[config.mk]
export PLATFORM = sky130hd
export DESIGN_NAME = process_slot_scheduler
export DESIGN_NICKNAME = d
export VERILOG_FILES = /design/src/rtl/pss_pkg.sv /design/src/rtl/process_slot_scheduler.sv /design/src/rtl/pss_cell.sv /design/src/rtl/pss_chain.sv
export VERILOG_INCLUDE_DIRS = /design/src /design/src/rtl
export SDC_FILE = /design/constraint.sdc
export NUM_CORES = 2
export LEC_CHECK = 0
export BUFFER_PORTS_ARGS = -buffer_cell sky130_fd_sc_hd__buf_2
export CORE_MARGIN = 2
export CORE_UTILIZATION = 55
export CTS_CLUSTER_DIAMETER = 200
export DETAILED_ROUTE_END_ITERATION = 6
export PLACE_DENSITY_LB_ADDON = 0.1
export SETUP_SLACK_MARGIN = 0.3
export SLEW_MARGIN = 15
export SYNTH_ARGS = -nofsm -noshare
export SYNTH_HDL_FRONTEND = slang
export SYNTH_HIERARCHICAL = 1
export SYNTH_SLANG_ARGS = --single-unit
[constraint.sdc]
create_clock -name clk -period 22.7 [get_ports clk]
set_clock_uncertainty 0.15 [all_clocks]
set_input_delay 2.27 -clock clk [delete_from_list [all_inputs] [get_ports clk]]
set_output_delay 2.27 -clock clk [all_outputs]
set_load 0.03 [all_outputs]
[src/rtl/process_slot_scheduler_defines.svh]
// ----------------------------------------------------------------------------
// Process slot scheduler assertion macros
// Concurrent assertion wrappers, compiled out when ASSERT_OFF is set.
// ----------------------------------------------------------------------------
`ifndef PROCESS_SLOT_SCHEDULER_DEFINES_SVH
`define PROCESS_SLOT_SCHEDULER_DEFINES_SVH

`ifndef ASSERT_OFF
// property must hold at every clock edge outside reset
`define PSS_ASSERT(label, clk, rst_n, prop, msg) \
  label: assert property (@(posedge clk) disable iff (!rst_n) (prop)) else $error(msg);
// expression must never be true outside reset
`define PSS_ASSERT_NEVER(label, clk, rst_n, expr, msg) \
  label: assert property (@(posedge clk) disable iff (!rst_n) !(expr)) else $error(msg);
`else
`define PSS_ASSERT(label, clk, rst_n, prop, msg)
`define PSS_ASSERT_NEVER(label, clk, rst_n, expr, msg)
`endif

`endif

[src/rtl/pss_pkg.sv]
// ----------------------------------------------------------------------------
// Process slot scheduler package
// Shared widths, command codes and the buses running along the cell row.
// ----------------------------------------------------------------------------
`default_nettype none

package pss_pkg;

  localparam int SlotCountDef = 32;
  localparam int MaxResults   = 32;
  localparam int SlotW        = 5;
  localparam int CountW       = 6;
  localparam int IdW          = 16;
  localparam int TickW        = 32;
  localparam int CmdW         = 3;
  localparam int InDataW      = 72;
  localparam int OutDataW     = 16;

  typedef enum logic [CmdW-1:0] {
    CMD_CREATE    = 3'd0,
    CMD_KILL_SLOT = 3'd1,
    CMD_KILL_ID   = 3'd2,
    CMD_KILL_MASK = 3'd3,
    CMD_FIND      = 3'd4,
    CMD_SLEEP     = 3'd5,
    CMD_STEP      = 3'd6,
    CMD_NOP       = 3'd7
  } cmd_t;

  // command broadcast to every cell while it is in flight
  typedef struct packed {
    cmd_t             cmd;
    logic [IdW-1:0]   id;
    logic [IdW-1:0]   mask;
    logic [SlotW-1:0] target;
    logic [TickW-1:0] wake;
    logic [TickW-1:0] now;
  } cmd_bus_t;

  // running result handed from cell to cell with the token
  typedef struct packed {
    logic              found;
    logic [SlotW-1:0]  slot;
    logic [CountW-1:0] count;
  } carry_t;

endpackage

`default_nettype wire

[src/rtl/process_slot_scheduler.sv]
// Timing: a command's final beat is registered once the token has walked the
//   whole cell row, one slot a cycle while the output side does not stall.
// Commands: one at a time; a new command is taken only once the last has finished.
//   Step beats leave as the token passes.
// Reset: rst_n synchronous, active low; clears all active flags, tick and control.
// ----------------------------------------------------------------------------
// Process slot scheduler
// Table of process slots held in a row of cells, with a global tick counter.
// ----------------------------------------------------------------------------
`default_nettype none
`include "process_slot_scheduler_defines.svh"

module process_slot_scheduler #(
  parameter int SLOT_COUNT = pss_pkg::SlotCountDef
) (
  input  wire                              clk,
  input  wire                              rst_n,
  // command channel
  input  wire                              in_tvalid,
  output logic                             in_tready,
  // tdata: proc_id[15:0], id_mask[31:16], target_slot[36:32], sleep_ticks[68:37]
  input  wire  [pss_pkg::InDataW-1:0]      in_tdata,
  // tuser: cmd[2:0]
  input  wire  [pss_pkg::CmdW-1:0]         in_tuser,
  // result channel
  output logic                             out_tvalid,
  input  wire                              out_tready,
  // tdata: ok[0], result_slot[5:1], kill_count[11:6]
  output logic [pss_pkg::OutDataW-1:0]     out_tdata,
  output logic                             out_tlast
);

  localparam int SlotW   = pss_pkg::SlotW;
  localparam int CountW  = pss_pkg::CountW;
  localparam int TickW   = pss_pkg::TickW;
  localparam int PosW    = $clog2(SLOT_COUNT);
  localparam int NemitW  = $clog2(pss_pkg::MaxResults + 1);
  localparam int OutPadW = pss_pkg::OutDataW - 1 - SlotW - CountW;
  localparam logic [NemitW-1:0] NemitMax = NemitW'(pss_pkg::MaxResults);

  // control
  logic                         busy_r, busy_nxt;
  logic                         start_r, start_nxt;
  logic [PosW-1:0]              pos_r, pos_nxt;       // slot the token sits on
  logic [NemitW-1:0]            nemit_r, nemit_nxt;   // ready beats taken so far
  logic                         pend_v_r, pend_v_nxt; // held back until last is known
  logic [SlotW-1:0]             pend_slot_r, pend_slot_nxt;
  logic [TickW-1:0]             now_tick_r, now_tick_nxt;
  logic                         out_valid_r, out_valid_nxt;
  logic [pss_pkg::OutDataW-1:0] out_data_r, out_data_nxt;
  logic                         out_last_r, out_last_nxt;
  pss_pkg::cmd_bus_t            cmd_r, cmd_nxt;

  logic                         in_accept;
  logic                         out_busy;
  logic                         hit_ok;
  logic                         adv;
  logic                         chain_done;
  logic                         chain_hit;
  pss_pkg::carry_t              chain_carry;
  pss_pkg::cmd_t                in_cmd;

  assign in_tready = !busy_r;
  assign in_accept = in_tvalid && in_tready;
  assign in_cmd    = pss_pkg::cmd_t'(in_tuser);

  pss_chain #(
    .SLOT_COUNT (SLOT_COUNT)
  ) u_chain (
    .clk       (clk),
    .rst_n     (rst_n),
    .adv       (adv),
    .start     (start_r),
    .cmd       (cmd_r),
    .carry_out (chain_carry),
    .done      (chain_done),
    .hit       (chain_hit)
  );

  always_comb begin
    out_busy = out_valid_r && !out_tready;
    // beyond the result cap further ready slots are dropped
    hit_ok   = chain_hit && (nemit_r != NemitMax);
    // freeze the whole row if a beat has nowhere to go
    adv      = !(out_busy && ((hit_ok && pend_v_r) || chain_done));

    busy_nxt      = busy_r;
    start_nxt     = start_r;
    pos_nxt       = pos_r;
    nemit_nxt     = nemit_r;
    pend_v_nxt    = pend_v_r;
    pend_slot_nxt = pend_slot_r;
    now_tick_nxt  = now_tick_r;
    out_valid_nxt = out_valid_r && !out_tready;
    out_data_nxt  = out_data_r;
    out_last_nxt  = out_last_r;
    cmd_nxt       = cmd_r;

    if (in_accept) begin
      cmd_nxt.cmd    = in_cmd;
      cmd_nxt.id     = in_tdata[15:0];
      // kill by id is a masked kill with every bit compared
      cmd_nxt.mask   = (in_cmd == pss_pkg::CMD_KILL_ID) ? '1 : in_tdata[31:16];
      cmd_nxt.target = in_tdata[36:32];
      cmd_nxt.wake   = (in_cmd == pss_pkg::CMD_SLEEP) ?
                       now_tick_r + in_tdata[68:37] : now_tick_r;
      cmd_nxt.now    = now_tick_r;
      busy_nxt       = 1'b1;
      start_nxt      = 1'b1;
      pos_nxt        = '0;
      nemit_nxt      = '0;
      pend_v_nxt     = 1'b0;
    end else if (busy_r && adv) begin
      start_nxt = 1'b0;
      pos_nxt   = pos_r + 1'b1;
      if (hit_ok) begin
        // previous ready slot is now known not to be the last
        if (pend_v_r) begin
          out_valid_nxt = 1'b1;
          out_data_nxt  = {OutPadW'(0), CountW'(0), pend_slot_r, 1'b1};
          out_last_nxt  = 1'b0;
        end
        pend_v_nxt    = 1'b1;
        pend_slot_nxt = SlotW'(pos_r);
        nemit_nxt     = nemit_r + 1'b1;
      end
      if (chain_done) begin
        out_valid_nxt = 1'b1;
        out_last_nxt  = 1'b1;
        busy_nxt      = 1'b0;
        pend_v_nxt    = 1'b0;
        if (cmd_r.cmd == pss_pkg::CMD_STEP) begin
          out_data_nxt = pend_v_r ? {OutPadW'(0), CountW'(0), pend_slot_r, 1'b1} : '0;
          now_tick_nxt = now_tick_r + 1'b1;
        end else begin
          out_data_nxt = {OutPadW'(0), chain_carry.count, chain_carry.slot,
                          chain_carry.found};
        end
      end
    end
  end

  always_ff @(posedge clk) begin
    if (!rst_n) begin
      busy_r      <= 1'b0;
      start_r     <= 1'b0;
      pos_r       <= '0;
      nemit_r     <= '0;
      pend_v_r    <= 1'b0;
      now_tick_r  <= '0;
      out_valid_r <= 1'b0;
    end else begin
      busy_r      <= busy_nxt;
      start_r     <= start_nxt;
      pos_r       <= pos_nxt;
      nemit_r     <= nemit_nxt;
      pend_v_r    <= pend_v_nxt;
      now_tick_r  <= now_tick_nxt;
      out_valid_r <= out_valid_nxt;
    end
  end

  always_ff @(posedge clk) begin
    pend_slot_r <= pend_slot_nxt;
    out_data_r  <= out_data_nxt;
    out_last_r  <= out_last_nxt;
    cmd_r       <= cmd_nxt;
  end

  assign out_tvalid = out_valid_r;
  assign out_tdata  = out_data_r;
  assign out_tlast  = out_last_r;

  // a held-back ready slot only exists inside a command
  `PSS_ASSERT_NEVER(a_pend_idle, clk, rst_n, pend_v_r && !busy_r,
                    "pending ready slot outside a command")
  // never more ready beats than the cap
  `PSS_ASSERT(a_nemit_cap, clk, rst_n, nemit_r <= NemitMax,
              "ready beat count beyond cap")
  // finishing a command always leaves its final beat in the output register
  `PSS_ASSERT(a_fin_last, clk, rst_n, $fell(busy_r) |-> (out_valid_r && out_last_r),
              "command finished without a final beat")
  // an accepted command launches the token next cycle
  `PSS_ASSERT(a_launch, clk, rst_n, in_accept |=> (start_r && busy_r),
              "accepted command did not launch")

endmodule

`default_nettype wire

[src/rtl/pss_cell.sv]
// ----------------------------------------------------------------------------
// Process slot cell
// Holds one slot and applies the command when the token passes through it.
// ----------------------------------------------------------------------------
`default_nettype none

module pss_cell #(
  parameter int IDX = 0
) (
  input  wire                   clk,
  input  wire                   rst_n,
  input  wire                   adv,
  input  wire                   tok_in,
  input  pss_pkg::carry_t       carry_in,
  input  pss_pkg::cmd_bus_t     cmd,
  output logic                  tok_out,
  output pss_pkg::carry_t       carry_out,
  output logic                  hit
);

  localparam int SlotW = pss_pkg::SlotW;
  localparam bit Addressable = (IDX < (1 << SlotW));
  localparam logic [SlotW-1:0] IdxSlot = SlotW'(IDX);

  logic                        active_r, active_nxt;
  logic [pss_pkg::IdW-1:0]     owner_r, owner_nxt;
  logic [pss_pkg::TickW-1:0]   wake_r, wake_nxt;
  logic                        tok_r;
  pss_pkg::carry_t             carry_r, carry_nxt;
  logic                        sel;
  logic                        matched;

  always_comb begin
    carry_nxt  = carry_in;
    active_nxt = active_r;
    owner_nxt  = owner_r;
    wake_nxt   = wake_r;
    hit        = 1'b0;
    sel        = Addressable && (cmd.target == IdxSlot);
    matched    = (owner_r & cmd.mask) == (cmd.id & cmd.mask);
    if (tok_in) begin
      case (cmd.cmd)
        pss_pkg::CMD_CREATE: begin
          if (!carry_in.found && !active_r) begin
            active_nxt      = 1'b1;
            owner_nxt       = cmd.id;
            wake_nxt        = cmd.wake;
            carry_nxt.found = 1'b1;
            carry_nxt.slot  = IdxSlot;
          end
        end
        pss_pkg::CMD_KILL_SLOT: begin
          if (sel && active_r) begin
            active_nxt      = 1'b0;
            carry_nxt.count = carry_in.count + 1'b1;
          end
        end
        pss_pkg::CMD_KILL_ID, pss_pkg::CMD_KILL_MASK: begin
          if (active_r && matched) begin
            active_nxt      = 1'b0;
            carry_nxt.count = carry_in.count + 1'b1;
          end
        end
        pss_pkg::CMD_FIND: begin
          if (!carry_in.found && active_r && (owner_r == cmd.id)) begin
            carry_nxt.found = 1'b1;
            carry_nxt.slot  = IdxSlot;
          end
        end
        pss_pkg::CMD_SLEEP: begin
          if (sel) begin
            wake_nxt = cmd.wake;
          end
        end
        pss_pkg::CMD_STEP: begin
          hit = active_r && (wake_r <= cmd.now);
        end
        default: begin
        end
      endcase
    end
  end

  always_ff @(posedge clk) begin
    if (!rst_n) begin
      active_r <= 1'b0;
      tok_r    <= 1'b0;
    end else if (adv) begin
      active_r <= active_nxt;
      tok_r    <= tok_in;
    end
  end

  always_ff @(posedge clk) begin
    if (adv) begin
      owner_r <= owner_nxt;
      wake_r  <= wake_nxt;
      carry_r <= carry_nxt;
    end
  end

  assign tok_out   = tok_r;
  assign carry_out = carry_r;

endmodule

`default_nettype wire

[src/rtl/pss_chain.sv]
// ----------------------------------------------------------------------------
// Process slot cell row
// Strings the slot cells together; the token walks one cell per cycle while adv is high.
// ----------------------------------------------------------------------------
`default_nettype none

module pss_chain #(
  parameter int SLOT_COUNT = pss_pkg::SlotCountDef
) (
  input  wire                   clk,
  input  wire                   rst_n,
  input  wire                   adv,
  input  wire                   start,
  input  pss_pkg::cmd_bus_t     cmd,
  output pss_pkg::carry_t       carry_out,
  output logic                  done,
  output logic                  hit
);

  logic            tok   [SLOT_COUNT+1];
  pss_pkg::carry_t carry [SLOT_COUNT+1];
  logic [SLOT_COUNT-1:0] hit_vec;

  assign tok[0]   = start;
  assign carry[0] = '0;

  for (genvar i = 0; i < SLOT_COUNT; i++) begin : g_cell
    pss_cell #(
      .IDX (i)
    ) u_cell (
      .clk       (clk),
      .rst_n     (rst_n),
      .adv       (adv),
      .tok_in    (tok[i]),
      .carry_in  (carry[i]),
      .cmd       (cmd),
      .tok_out   (tok[i+1]),
      .carry_out (carry[i+1]),
      .hit       (hit_vec[i])
    );
  end

  assign done      = tok[SLOT_COUNT];
  assign carry_out = carry[SLOT_COUNT];
  assign hit       = |hit_vec;

endmodule

`default_nettype wire
==> results <==
- The flow ran to the end, and the final reports show no timing, DRC or antenna violations.
- The number of antenna violations at the first check in global routing is 10.
- The number of remaining DRC errors is 0.
- Of the total power, the clock network draws 0.430.
- The number of violations reported at the end of detailed-routing iteration 0 is 8,652.
- The setup TNS is 0 ns.
- Leaving out fill and tap cells, the most frequent cell in the layout is sky130_fd_sc_hd__edfxtp_1.
- The cell area after synthesis is 118,000 um2.
- The die area is 219,000 um2.
- The die boundary width is 468 um.
- The total area inside the core boundary comes to 214,000 um2.
- Along the worst path, the maximum fanout reaches 132.
- The number of nets still failing antenna checks after routing is 0.
- STA classifies the critical path endpoint as a flop.
- The average routed wire per standard cell is 24.7 um.
- Setup violations remaining at the end of the flow were counted as 0.
- The average vias per placed instance is 6.22.
- The maximum clock rate is 0.110 GHz.
- For the pin with the worst max-slew slack, the measured transition is 1.30 ns.
- In this run the critical register-to-register path is captured at u_chain/g_cell[8].u_cell/wake_r[5].
- The die height is 468 um.
- The number of buffers created by CTS is 226.
- The worst setup slack before clock tree synthesis is 13.65 ns.
- The portion of the clock cycle consumed by the worst path in the final layout is 0.399.
- The final weighted congestion of routability-driven global placement is 0.865.
- The later pin in the worst-skew pair is clocked with a latency of 0.89 ns.
- Entering global routing, the biggest net connects 152 pins.
- The share of total power dissipated in combinational logic is 0.075.
- For this run, the leading register cell type out of synthesis is sky130_fd_sc_hd__edfxtp_1.
- IR analysis of the VDD net gives a maximum drop of 0.0000865 V.
- The number of cells on the worst reg-to-reg path is 21.
- The maximum clock insertion buffer count is 3.
- The proportion of layout cells with a drive suffix above 1 is 0.0901.
- The number of synthesized flops with an enable pin is 2,042.
- At the worst endpoint, the arrival time is 9.40 ns.
- The count of mapped cells out of synthesis is 9,989.
- The switching power is 2.11 mW.
- 98 I/O pins were placed.
- The synthesized design contains 2,153 register bits.
- Yosys printed 6 warnings.
- In this run the static leakage power is 51.2 nW.
- The sequential power share is 0.495.
- The worst path meets setup with 13.65 ns of slack.
- CTS built an H-tree with a depth of 4.
- The share of synthesized flip-flops with an asynchronous set or reset is 0.
- The critical path ends at u_chain/g_cell[8].u_cell/wake_r[5].
- On the critical path, the stage with the largest delay is an instance of sky130_fd_sc_hd__o311ai_0.
- The worst pin sits at a relative slew slack of 0.124.
- The TritonCTS clock tree is built.
- The routed via count is 83.8k.
- The startpoint-to-endpoint class of the critical path is flop to flop.
- The number of global-route vias before repair came to 82.0k.
- STA classifies the critical path startpoint as a flop.
- The startpoint identified for the worst register-to-register timing path is cmd_r[28].
- The final number of max-transition violations is 0.
- The first global-routing pass estimated 497 mm of wire.
- In this run the register-to-register setup slack is 13.65 ns.
- The mean instance size in the synthesized netlist is 11.8 um2.
- The top cell types in the final layout, fill and taps aside, are sky130_fd_sc_hd__edfxtp_1 (2,042), sky130_fd_sc_hd__inv_1 (1,145), sky130_fd_sc_hd__ha_1 (1,091), sky130_fd_sc_hd__xor2_1 (489), sky130_fd_sc_hd__nand2_1 (442).
- The overall global routing resource usage is 0.300.
- Hold repair after CTS inserted 0 buffers.
- Once the clock tree was built, the setup fixing pass inserted 0 buffers.
- The design internal power is 6.88 mW.
- At the worst endpoint, the required time is 23.05 ns.
- The clock edge transition at the registers on the reported setup and hold paths is 0.06 ns.
- The total of max-cap violations is 0.
- The area growth from synthesis to layout is 11.3%.
- Setup repair after global routing left no endpoint under its margin.
- Of the total power, the share spent switching nets is 0.235.
- The global-route congestion overflow total is 0.
- The final hold violation count is 0.
- The number of iterations in the first detailed-routing pass is 6.
- The worst-case hold slack is 0.302 ns.
- The power density normalized to cell area is 68.2 nW/um2.
- The most critical setup path has its startpoint at cmd_r[28].
- The critical path goes through buf_4, inv_1, ha_1, nand4_1, or2_2, o311ai_0, o21ai_0, nor4_1, nand4_1, or2_1, a21boi_0, nand2_1, nand2_1, nand2_4, buf_12, buf_4, buf_12, nand2_1, or2_2, a21oi_4, buf_4.
- The number of placement rows is 170.
- CTS saw 2,153 sinks.
- The delay of the slowest cell on the worst path is 1.05 ns.
- The starting utilization of the core area is 0.552.
- In the final design database the tool counted 11.6k nets.
- The kind of path behind the tightest hold check is flop to flop.
- The library cell used as clock root buffer is sky130_fd_sc_hd__clkbuf_16.
- In this run, post-CTS repair resized a total of 0 instances.
- Summed over all layers, the routed wires come to 333 mm.
- Detailed placement finished with a half-perimeter wire length of 205 mm.
- The count of input and output buffers is 90.
- The share of the Yosys chip area taken by registers is 0.537.
- The number of different library cells used by synthesis comes to 131.
- Subtracting the final worst setup slack from the clock period gives 9.05 ns.
==> state kept, by name, indices dropped and copies added, names as in the netlist, 12 cells and up <==
name,cells
cmd_r,104
now_tick_r,32
out_tdata,12
u_chain/g_cell.u_cell/active_r,32
u_chain/g_cell.u_cell/carry_out,384
u_chain/g_cell.u_cell/owner_r,512
u_chain/g_cell.u_cell/tok_out,32
u_chain/g_cell.u_cell/wake_r,1024
==> through the flow <==
step	instances	power [mW]	util	cell area (um2)
4_1_cts	13461	9.03	0.614	132000
6_report	13465	8.98	0.615	132000
2_1_floorplan	10027	4.93	-	118000
3_5_place_dp	13032	5.19	0.578	124000
5_1_grt	13463	9.25	0.615	132000
3_3_place_gp	13032	5.17	0.578	124000
==> worst max-delay path, delay by kind of cell (launching register included) <==
family                   cells  cell delay [ns]
adder cells (fa/ha/maj)      1             0.31
buffers and inverters        6             2.77
AND/OR/NAND/NOR             10             2.94
AO/OA/AOI/OAI                4             1.69
flip-flops                   1             0.33
==> how the worst min path moves through the flow <==
| stage | to | start | slack, ns | cells past startpoint |
|---|---|---|---|---|
| 6_report | pend_slot_r[4] | pos_r[4] | 0.30 | 0 |
| 3_5_place_dp | pend_slot_r[4] | pos_r[4] | 0.30 | 0 |
| 4_1_cts | pend_slot_r[4] | pos_r[4] | 0.30 | 0 |
| 2_1_floorplan | pend_slot_r[4] | pos_r[4] | 0.28 | 0 |
| 5_1_grt | pend_slot_r[4] | pos_r[4] | 0.31 | 0 |
| 3_3_place_gp | pend_slot_r[4] | pos_r[4] | 0.29 | 0 |
==> cells in the mapped netlist, drive strengths merged (133+ instances only) <==
| master | instances | area (um2) |
|---|---|---|
| inv | 1148 | 4310 |
| nor2b | 143 | 895 |
| nor3 | 220 | 1220 |
| a22oi | 133 | 1050 |
| edfxtp | 2042 | 61300 |
| a21o | 438 | 3290 |
| xnor2 | 190 | 1660 |
| nor4 | 179 | 1180 |
| xor2 | 494 | 4410 |
| nor2 | 369 | 1400 |
| nand2 | 452 | 1750 |
| o21ai | 272 | 1370 |
| ha | 1091 | 13700 |
| nand3 | 268 | 1370 |
| and2 | 146 | 920 |
| a21oi | 363 | 1860 |
| nand2b | 193 | 1210 |
| nand4 | 370 | 2330 |
==> area by class of cell <==
| cell class | count | area, um2 |
|---|---|---|
| antenna | 3 | 7.51 |
| clock buffer | 281 | 6050 |
| clock inverter | 148 | 1710 |
| fill | 16849 | 82500 |
| inverter | 1149 | 4330 |
| multi-input combinational | 6595 | 50300 |
| sequential | 2153 | 63500 |
| tap | 2838 | 3550 |
| timing repair buffer | 298 | 2150 |
==> cells by family after synthesis <==
group                    after synthesis  share of synthesized area
buffers and inverters               1279                     0.0418
AO/OA/AOI/OAI                       1975                      0.120
other                                  2                  0.0000635
flip-flops                          2153                      0.537
multiplexers                          39                    0.00364
XOR/XNOR                             684                     0.0513
adder cells (fa/ha/maj)             1092                      0.116
AND/OR/NAND/NOR                     2765                      0.130
==> routing by layer <==
metal / routed length (um) / vias to the layer above / GRT usage
li1: - / 38232 / -
met1: 140000 / 41546 / 0.408
met2: 156000 / 3330 / 0.494
met3: 24500 / 686 / 0.0405
met4: 12000 / 0 / 0.107
met5: 0 / - / 0
==> power by group through the flow <==
stage	logic (mW)	clock network, mW	registers [mW]
floorplan	0.354	0	4.58
global placement	0.642	0	4.53
detailed placement	0.663	0	4.53
CTS	0.667	3.92	4.44
global route	0.732	4.07	4.45
finish	0.675	3.86	4.44
No activity file was read; power rests on OpenSTA's default activity.
